[config.mk]
export PLATFORM = sky130hd
export DESIGN_NAME = image_magic_byte_classifier
export DESIGN_NICKNAME = d
export VERILOG_FILES = /design/src/rtl/imbc_pkg.sv /design/src/rtl/imbc_in_stage.sv /design/src/rtl/imbc_match.sv /design/src/rtl/imbc_result.sv /design/src/rtl/image_magic_byte_classifier.sv
export VERILOG_INCLUDE_DIRS = /design/src /design/src/rtl
export SDC_FILE = /design/constraint.sdc
export NUM_CORES = 1
export LEC_CHECK = 0
export BUFFER_PORTS_ARGS = -buffer_cell sky130_fd_sc_hd__buf_2
export CAP_MARGIN = 15
export CELL_PAD_IN_SITES_DETAIL_PLACEMENT = 2
export CELL_PAD_IN_SITES_GLOBAL_PLACEMENT = 2
export CORE_AREA = 8 8 106 108
export CTS_CLUSTER_DIAMETER = 80
export DETAILED_ROUTE_END_ITERATION = 6
export DIE_AREA = 0 0 114 116
export GPL_TIMING_DRIVEN = 0
export PLACE_DENSITY = 0.91
export SYNTH_ARGS = -nofsm -noshare
export SYNTH_HDL_FRONTEND = slang
export SYNTH_SLANG_ARGS = --single-unit
[constraint.sdc]
create_clock -name clk -period 7.5 [get_ports clk]
set_input_delay 0.375 -clock clk [delete_from_list [all_inputs] [get_ports clk]]
set_output_delay 0.375 -clock clk [all_outputs]
set_load 0.1 [all_outputs]
[src/rtl/image_magic_byte_classifier_macros.svh]
// Assertion macros for the image magic-byte classifier.
// Expects clk and rst_n in the scope of each use.
`ifndef IMAGE_MAGIC_BYTE_CLASSIFIER_MACROS_SVH
`define IMAGE_MAGIC_BYTE_CLASSIFIER_MACROS_SVH

// same-cycle implication
`define IMBC_ASSERT_IMP(lbl, ante, cons, msg) \
  lbl: assert property (@(posedge clk) disable iff (!rst_n) (ante) |-> (cons)) \
    else $error(msg);

// next-cycle implication
`define IMBC_ASSERT_NXT(lbl, ante, cons, msg) \
  lbl: assert property (@(posedge clk) disable iff (!rst_n) (ante) |=> (cons)) \
    else $error(msg);

`endif

[src/rtl/imbc_pkg.sv]
// Types, signature constants and compare functions for the classifier.
// No dependencies.
package imbc_pkg;

  localparam int SIG_COUNT  = 10;
  localparam int SIG_MAXLEN = 27;
  localparam int POS_W      = 5;
  localparam int CNT_W      = POS_W + 1;
  localparam int KIND_W     = 4;

  localparam logic [POS_W-1:0]     POS_MAX   = '1;
  localparam logic [SIG_COUNT-1:0] ALL_ALIVE = '1;

  typedef enum logic [KIND_W-1:0] {
    KIND_JPEG    = 4'd0,
    KIND_XBM     = 4'd1,
    KIND_SUNICON = 4'd2,
    KIND_XPM     = 4'd3,
    KIND_GIF     = 4'd4,
    KIND_PNM     = 4'd5,
    KIND_PNG     = 4'd6,
    KIND_BMP     = 4'd7,
    KIND_ICO     = 4'd8,
    KIND_UNKNOWN = 4'd9
  } kind_t;

  typedef enum logic [3:0] {
    SIG_JPEG    = 4'd0,
    SIG_XBM     = 4'd1,
    SIG_SUNICON = 4'd2,
    SIG_XPM     = 4'd3,
    SIG_GIF     = 4'd4,
    SIG_PNM     = 4'd5,
    SIG_PNG     = 4'd6,
    SIG_BMP     = 4'd7,
    SIG_ICO_IC  = 4'd8,
    SIG_ICO_CI  = 4'd9
  } sig_t;

  typedef logic [8*SIG_MAXLEN-1:0] sig_str_t;

  localparam sig_str_t STR_JPEG    = sig_str_t'(16'hFFD8);
  localparam sig_str_t STR_XBM     = sig_str_t'("#define ");
  // old Sun icon header text, as ASCII
  localparam sig_str_t STR_SUNICON = sig_str_t'({104'h2F2A20466F726D61745F766572,
                                                 112'h73696F6E3D312C2057696474683D});
  localparam sig_str_t STR_XPM     = sig_str_t'("/* XPM */");
  localparam sig_str_t STR_GIF     = sig_str_t'("GIF8");
  localparam sig_str_t STR_PNM     = sig_str_t'("P1");
  localparam sig_str_t STR_PNG     = sig_str_t'(64'h89504E470D0A1A0A);
  localparam sig_str_t STR_BMP     = sig_str_t'("BM");
  localparam sig_str_t STR_ICO_IC  = sig_str_t'("IC");
  localparam sig_str_t STR_ICO_CI  = sig_str_t'("CI");

  typedef struct packed {
    logic                 fire;
    logic [SIG_COUNT-1:0] alive;
    logic [CNT_W-1:0]     count;
  } match_res_t;

  function automatic logic [POS_W-1:0] sig_len(sig_t s);
    logic [POS_W-1:0] len;
    unique case (s)
      SIG_XBM, SIG_PNG: len = 5'd8;
      SIG_SUNICON:      len = 5'd27;
      SIG_XPM:          len = 5'd9;
      SIG_GIF:          len = 5'd4;
      default:          len = 5'd2;
    endcase
    return len;
  endfunction

  function automatic logic [POS_W-1:0] sig_need(sig_t s);
    logic [POS_W-1:0] need;
    if (s == SIG_JPEG) begin
      need = 5'd3;
    end else begin
      need = sig_len(s);
    end
    return need;
  endfunction

  function automatic kind_t sig_kind(sig_t s);
    kind_t k;
    unique case (s)
      SIG_JPEG:               k = KIND_JPEG;
      SIG_XBM:                k = KIND_XBM;
      SIG_SUNICON:            k = KIND_SUNICON;
      SIG_XPM:                k = KIND_XPM;
      SIG_GIF:                k = KIND_GIF;
      SIG_PNM:                k = KIND_PNM;
      SIG_PNG:                k = KIND_PNG;
      SIG_BMP:                k = KIND_BMP;
      SIG_ICO_IC, SIG_ICO_CI: k = KIND_ICO;
      default:                k = KIND_UNKNOWN;
    endcase
    return k;
  endfunction

  function automatic sig_str_t sig_str(sig_t s);
    sig_str_t str;
    unique case (s)
      SIG_JPEG:    str = STR_JPEG;
      SIG_XBM:     str = STR_XBM;
      SIG_SUNICON: str = STR_SUNICON;
      SIG_XPM:     str = STR_XPM;
      SIG_GIF:     str = STR_GIF;
      SIG_PNM:     str = STR_PNM;
      SIG_PNG:     str = STR_PNG;
      SIG_BMP:     str = STR_BMP;
      SIG_ICO_IC:  str = STR_ICO_IC;
      SIG_ICO_CI:  str = STR_ICO_CI;
      default:     str = '0;
    endcase
    return str;
  endfunction

  // 1 unless the byte at pos lies inside the signature and differs (PNM: second byte outside '1'-'7')
  function automatic logic sig_ok(sig_t s, logic [POS_W-1:0] pos, logic [7:0] b);
    logic             ok;
    logic [POS_W-1:0] len;
    logic [POS_W-1:0] rev;
    sig_str_t         str;
    len = sig_len(s);
    str = sig_str(s);
    rev = len - pos - 5'd1;
    ok  = 1'b1;
    if (pos < len) begin
      if (s == SIG_PNM && pos == 5'd1) begin
        ok = (b >= 8'h31) && (b <= 8'h37);
      end else begin
        ok = (b == str[8*rev +: 8]);
      end
    end
    return ok;
  endfunction

endpackage

[src/rtl/imbc_in_stage.sv]
// Input register stage of the classifier: holds one word, drives in_stall.
// No dependencies.
module imbc_in_stage (
  input  logic       clk,
  input  logic       rst_n,
  input  logic       in_valid,
  output logic       in_stall,
  input  logic [7:0] in_data_byte,
  input  logic       in_is_last,
  input  logic       out_free,
  output logic       go,
  output logic [7:0] data,
  output logic       last
);

  logic       valid_r, valid_nxt;
  logic [7:0] data_r, data_nxt;
  logic       last_r, last_nxt;

  // a non-final word never needs the output slot
  assign go       = valid_r && (!last_r || out_free);
  assign in_stall = valid_r && !go;
  assign data     = data_r;
  assign last     = last_r;

  always_comb begin
    valid_nxt = valid_r;
    data_nxt  = data_r;
    last_nxt  = last_r;
    if (!in_stall) begin
      valid_nxt = in_valid;
      data_nxt  = in_data_byte;
      last_nxt  = in_is_last;
    end
  end

  always_ff @(posedge clk) begin
    if (!rst_n) begin
      valid_r <= 1'b0;
    end else begin
      valid_r <= valid_nxt;
    end
    data_r <= data_nxt;
    last_r <= last_nxt;
  end

endmodule

[src/rtl/imbc_match.sv]
// Byte position and per-signature match bits; updates on each word.
// Depends on imbc_pkg and the macros header.
`include "image_magic_byte_classifier_macros.svh"

module imbc_match (
  input  logic                clk,
  input  logic                rst_n,
  input  logic                go,
  input  logic [7:0]          data,
  input  logic                last,
  output imbc_pkg::match_res_t res
);

  logic [imbc_pkg::POS_W-1:0]     pos_r, pos_nxt;
  logic [imbc_pkg::SIG_COUNT-1:0] alive_r, alive_nxt;
  logic [imbc_pkg::SIG_COUNT-1:0] alive_upd;

  always_comb begin
    for (int i = 0; i < imbc_pkg::SIG_COUNT; i++) begin
      alive_upd[i] = alive_r[i] &&
                     imbc_pkg::sig_ok(imbc_pkg::sig_t'(i), pos_r, data);
    end
  end

  always_comb begin
    res.fire  = go && last;
    res.alive = alive_upd;
    res.count = {1'b0, pos_r} + imbc_pkg::CNT_W'(1);
    pos_nxt   = pos_r;
    alive_nxt = alive_r;
    if (go) begin
      if (last) begin
        pos_nxt   = '0;
        alive_nxt = imbc_pkg::ALL_ALIVE;
      end else begin
        pos_nxt   = (pos_r == imbc_pkg::POS_MAX) ? pos_r : pos_r + 5'd1;
        alive_nxt = alive_upd;
      end
    end
  end

  always_ff @(posedge clk) begin
    if (!rst_n) begin
      pos_r   <= '0;
      alive_r <= imbc_pkg::ALL_ALIVE;
    end else begin
      pos_r   <= pos_nxt;
      alive_r <= alive_nxt;
    end
  end

  `IMBC_ASSERT_NXT(a_rearm, go && last, pos_r == '0 && alive_r == imbc_pkg::ALL_ALIVE, "no rearm after final word")
  `IMBC_ASSERT_NXT(a_pos_step, go && !last && pos_r != imbc_pkg::POS_MAX, pos_r == $past(pos_r) + 5'd1, "position did not advance")
  `IMBC_ASSERT_NXT(a_alive_drop, go && !last, (alive_r & ~$past(alive_r)) == '0, "match bit came back mid-buffer")
  `IMBC_ASSERT_NXT(a_idle_hold, !go, $stable(pos_r) && $stable(alive_r), "state moved without a word")

endmodule

[src/rtl/imbc_result.sv]
// Priority pick of the matched signature and the output register.
// Depends on imbc_pkg.
module imbc_result (
  input  logic                        clk,
  input  logic                        rst_n,
  input  imbc_pkg::match_res_t        res,
  output logic                        out_free,
  output logic                        out_valid,
  input  logic                        out_stall,
  output logic [imbc_pkg::KIND_W-1:0] out_image_kind
);

  logic            valid_r, valid_nxt;
  imbc_pkg::kind_t kind_r, kind_nxt;
  imbc_pkg::kind_t pick;

  // lowest index wins
  always_comb begin
    pick = imbc_pkg::KIND_UNKNOWN;
    for (int i = imbc_pkg::SIG_COUNT - 1; i >= 0; i--) begin
      if (res.alive[i] && res.count >=
          {1'b0, imbc_pkg::sig_need(imbc_pkg::sig_t'(i))}) begin
        pick = imbc_pkg::sig_kind(imbc_pkg::sig_t'(i));
      end
    end
  end

  assign out_free       = !valid_r || !out_stall;
  assign out_valid      = valid_r;
  assign out_image_kind = kind_r;

  always_comb begin
    valid_nxt = valid_r;
    kind_nxt  = kind_r;
    if (out_free) begin
      valid_nxt = res.fire;
    end
    if (res.fire) begin
      kind_nxt = pick;
    end
  end

  always_ff @(posedge clk) begin
    if (!rst_n) begin
      valid_r <= 1'b0;
    end else begin
      valid_r <= valid_nxt;
    end
    kind_r <= kind_nxt;
  end

endmodule

[src/rtl/image_magic_byte_classifier.sv]
// Top level of the image magic-byte classifier.
// Depends on imbc_pkg, imbc_in_stage, imbc_match and imbc_result.
//
//   channel  direction  handshake             payload
//   in_      input      in_valid / in_stall   in_data_byte[7:0], in_is_last
//   out_     output     out_valid / out_stall out_image_kind[3:0]
//
// One word per cycle unless stalled; final word and kind are each registered.
// Per word: one compare per signature against the byte at the current position.
// Reset (rst_n low, synchronous) clears position and rearms every match bit.
// Only a final word stalls on a held result; other words keep flowing.
module image_magic_byte_classifier (
  input  logic                        clk,
  input  logic                        rst_n,
  input  logic                        in_valid,
  output logic                        in_stall,
  input  logic [7:0]                  in_data_byte,
  input  logic                        in_is_last,
  output logic                        out_valid,
  input  logic                        out_stall,
  output logic [imbc_pkg::KIND_W-1:0] out_image_kind
);

  logic                 go;
  logic [7:0]           data;
  logic                 last;
  logic                 out_free;
  imbc_pkg::match_res_t res;

  imbc_in_stage u_in (
    .clk          (clk),
    .rst_n        (rst_n),
    .in_valid     (in_valid),
    .in_stall     (in_stall),
    .in_data_byte (in_data_byte),
    .in_is_last   (in_is_last),
    .out_free     (out_free),
    .go           (go),
    .data         (data),
    .last         (last)
  );

  imbc_match u_match (
    .clk   (clk),
    .rst_n (rst_n),
    .go    (go),
    .data  (data),
    .last  (last),
    .res   (res)
  );

  imbc_result u_result (
    .clk            (clk),
    .rst_n          (rst_n),
    .res            (res),
    .out_free       (out_free),
    .out_valid      (out_valid),
    .out_stall      (out_stall),
    .out_image_kind (out_image_kind)
  );

endmodule
==> results_dict.tcl <==
set metrics [dict create \
    outcome "finished clean" \
    dp_hpwl_mm 12.8 \
    final_net_count 556 \
    met2_length_mm 9.19 \
    drv_cap 0 \
    crit_type "reg2reg" \
    path_buf_inv 2 \
    critPathTopFamily "compound AO/OA/AOI/OAI gates" \
    synth_area_leaders "edfxtp_1 10%, dfxtp_1 9.1%, ha_1 7.7%" \
    fin_crit_ns 4.81 \
    timing.final.setup_violations 0 \
    die_w_microns 114 \
    ys_seq_area_frac 0.195 \
    grt_pass1_wl_mm 29.0 \
    synth.largest_area_cell "edfxtp_1" \
    timing.critical_path.to_type "flop" \
    holdBufCountCts 0 \
    initial_utilization 0.392 \
    async_reset_ff_frac 0 \
    synth-main-ff-cell "dfxtp_1" \
    wl_met1_mm 7.28 \
    post_cts_resize_count 0 \
    netlist_instances 495 \
    postSynthAreaPerCell_sq_um 7.56 \
    cts_setup_buffers 0 \
    routed-via-count 4434 \
    crit_chain "buf_2, clkinv_1, ha_1, ha_1, or3b_1, a21o_1, a21oi_1, nand3_1, a2111oi_0, a221o_1, a211o_1, a21bo_1, a21boi_2" \
    final_area_sq_um 4090 \
    clockRootBuffer "clkbuf_8" \
    via_per_inst 6.78 \
    antenna_left 0 \
    clk_latency_ns 0.31 \
    critPathSlowestCell "dfxtp_1" \
    grt_pass1_vias 4917 \
    fin_skew_ns 0.0102 \
    core_area_sq_um 9550 \
    synth.top_cell.area_share 0.104 \
    die-area_sq_um 13200 \
    syn_to_final_growth_pct 9.12 \
    critPathMaxFanout 14 \
    wl_per_cell_microns 28.9 \
    yosys_warnings 0 \
    vdd_drop_max_v 0.000101 \
    die_h_microns 116 \
    rsz0062_at_grt "no" \
    rows 36 \
    cp.required_ns 7.56 \
    critPathMostFrequentCell "ha_1" \
    cts.sinks 30 \
    multi_input_area_sq_um 2770 \
    synth_cell_types 84 \
    nFillCells 1133 \
    drc 0 \
    top_layer_used "met4" \
    max_stage_delay_ns 0.60 \
    num_io_pins 19 \
    synth_area_sq_um 3740 \
    grt_util_all_layers 0.289 \
    fmax_ghz 0.208 \
    slew_viol_final 0 \
    hold_viol 0 \
    gp_congestion 0.917 \
    drt_iter0_markers 302 \
    synth.most_common_cell "nand2_1" \
    htreeDepth 2 \
    cts_tree "yes" \
    p_leak_uw 0.00166 \
    wl_mm 18.9 \
    syn-num-nets 531 \
    post_dp_cell_area_sq_um 4000 \
    regArea_sq_um 731 \
    finalSetupTns_ns 0 \
    power_density_nw_per_um2 118 \
    grt_max_degree 15 \
    antenna_found_initial 0 \
    grt_overflow 0 \
    synth_edf_count 13 \
    clk_path_buf_depth 2 \
    crit_path_start_kind "flop" \
    cts_buffers 5 \
    tightest_slew_ns 0.875 \
    wl_met3_mm 1.31 \
    first_pass_iters 5 \
    min_period_over_period 0.642 \
    worstPathArrival_ns 4.87 \
    max-slew-margin-rel 0.402 \
    synth_common_cells "53 x nand2_1, 40 x nor2_1, 34 x o21ai_0, 23 x ha_1" \
    clkSlewWorstSetupHoldPaths_ns 0.09 \
    ys_ff_latch 30 \
    antenna_cells 0 \
    final_layout_size_suffix_gt1_frac 0.127 \
    io_buffer_count 18 \
    hold_class "in2reg" \
]
-- worst reg2reg max path: cells and delay by family, from the launching register on --
| kind | cells | cell delay [ns] |
|---|---|---|
| buf+inv | 2 | 0.85 |
| fa+ha+maj | 2 | 0.93 |
| flops | 1 | 0.60 |
| compound gates | 7 | 1.57 |
| simple gates | 2 | 0.61 |
-- path summary, 6_finish.rpt --
kind	from	endpoint	slack [ns]	cells past startpoint
worst min-delay path	in_data_byte[5]	u_in.data[5]	0.24	1
worst min register to register	u_match.alive_r[1]	u_match.alive_r[1]	0.48	2
worst max register to register	u_match.pos_r[2]	u_result.out_image_kind[0]	2.69	13
worst max-delay path	u_match.pos_r[2]	u_result.out_image_kind[0]	2.69	13
-- area by class of cell --
class	instances	area share
multi-input cells	411	0.678
flip-flops and latches	30	0.179
well taps	133	0.0407
plain buffers	32	0.0392
repair buffers	18	0.0221
inverters	22	0.0202
clock buffers	5	0.0168
clock inverters	3	0.00398
-- report_power, final --
part	internal (uW)	switching, uW	total (uW)	leakage, uW
Combinational	48.6	103	152	0.00135
Clock	63.8	81.5	145	0.0000416
Sequential	178	8.95	187	0.000267
-- cells by family after synthesis --
group	count (synthesis)	share of synthesized area
compound gates	152	0.285
xor+xnor	28	0.0785
fa+ha+maj	23	0.0769
buf+inv	54	0.0648
flops	30	0.195
mux	9	0.0251
simple gates	199	0.274
-- through the flow --
stage / total power (uW) / setup slack, ns / hold slack [ns] / cells / util
finish: 484 / 2.69 / 0.241 / 654 / 0.428
global route: 495 / 2.44 / 0.239 / 654 / 0.428
CTS: 476 / 2.77 / 0.245 / 654 / 0.428
detailed placement: 331 / 2.84 / 0.443 / 646 / 0.419
global placement: 319 / 2.96 / 0.430 / 646 / 0.419
floorplan: 283 / 3.95 / 0.420 / 495 / -
-- cell usage in the layout, fill, tap and decap left out, types with 10 or more instances in the layout --
master	instances
a21oi_1	21
a31oi_1	11
buf_2	32
clkbuf_1	12
dfxtp_1	17
edfxtp_1	13
ha_1	23
inv_1	19
nand2_1	53
nand3_1	21
nor2_1	40
nor3_1	13
o211ai_1	10
o21ai_0	34
xnor2_1	13
xor2_1	10
-- registers in the layout (all words and copies together), names as in the netlist --
signal / count
u_in.data: 8
u_in.last: 1
u_in.valid_r: 1
u_match.alive_r: 10
u_match.pos_r: 5
u_result.out_image_kind: 4
u_result.out_valid: 1
-- routing by layer --
layer	vias to the layer above	global-route usage
met5	-	0
met4	0	0.180
met3	100	0.0610
met2	228	0.506
met1	2223	0.315
li1	1883	-
Power figures use the tool's default switching activity.
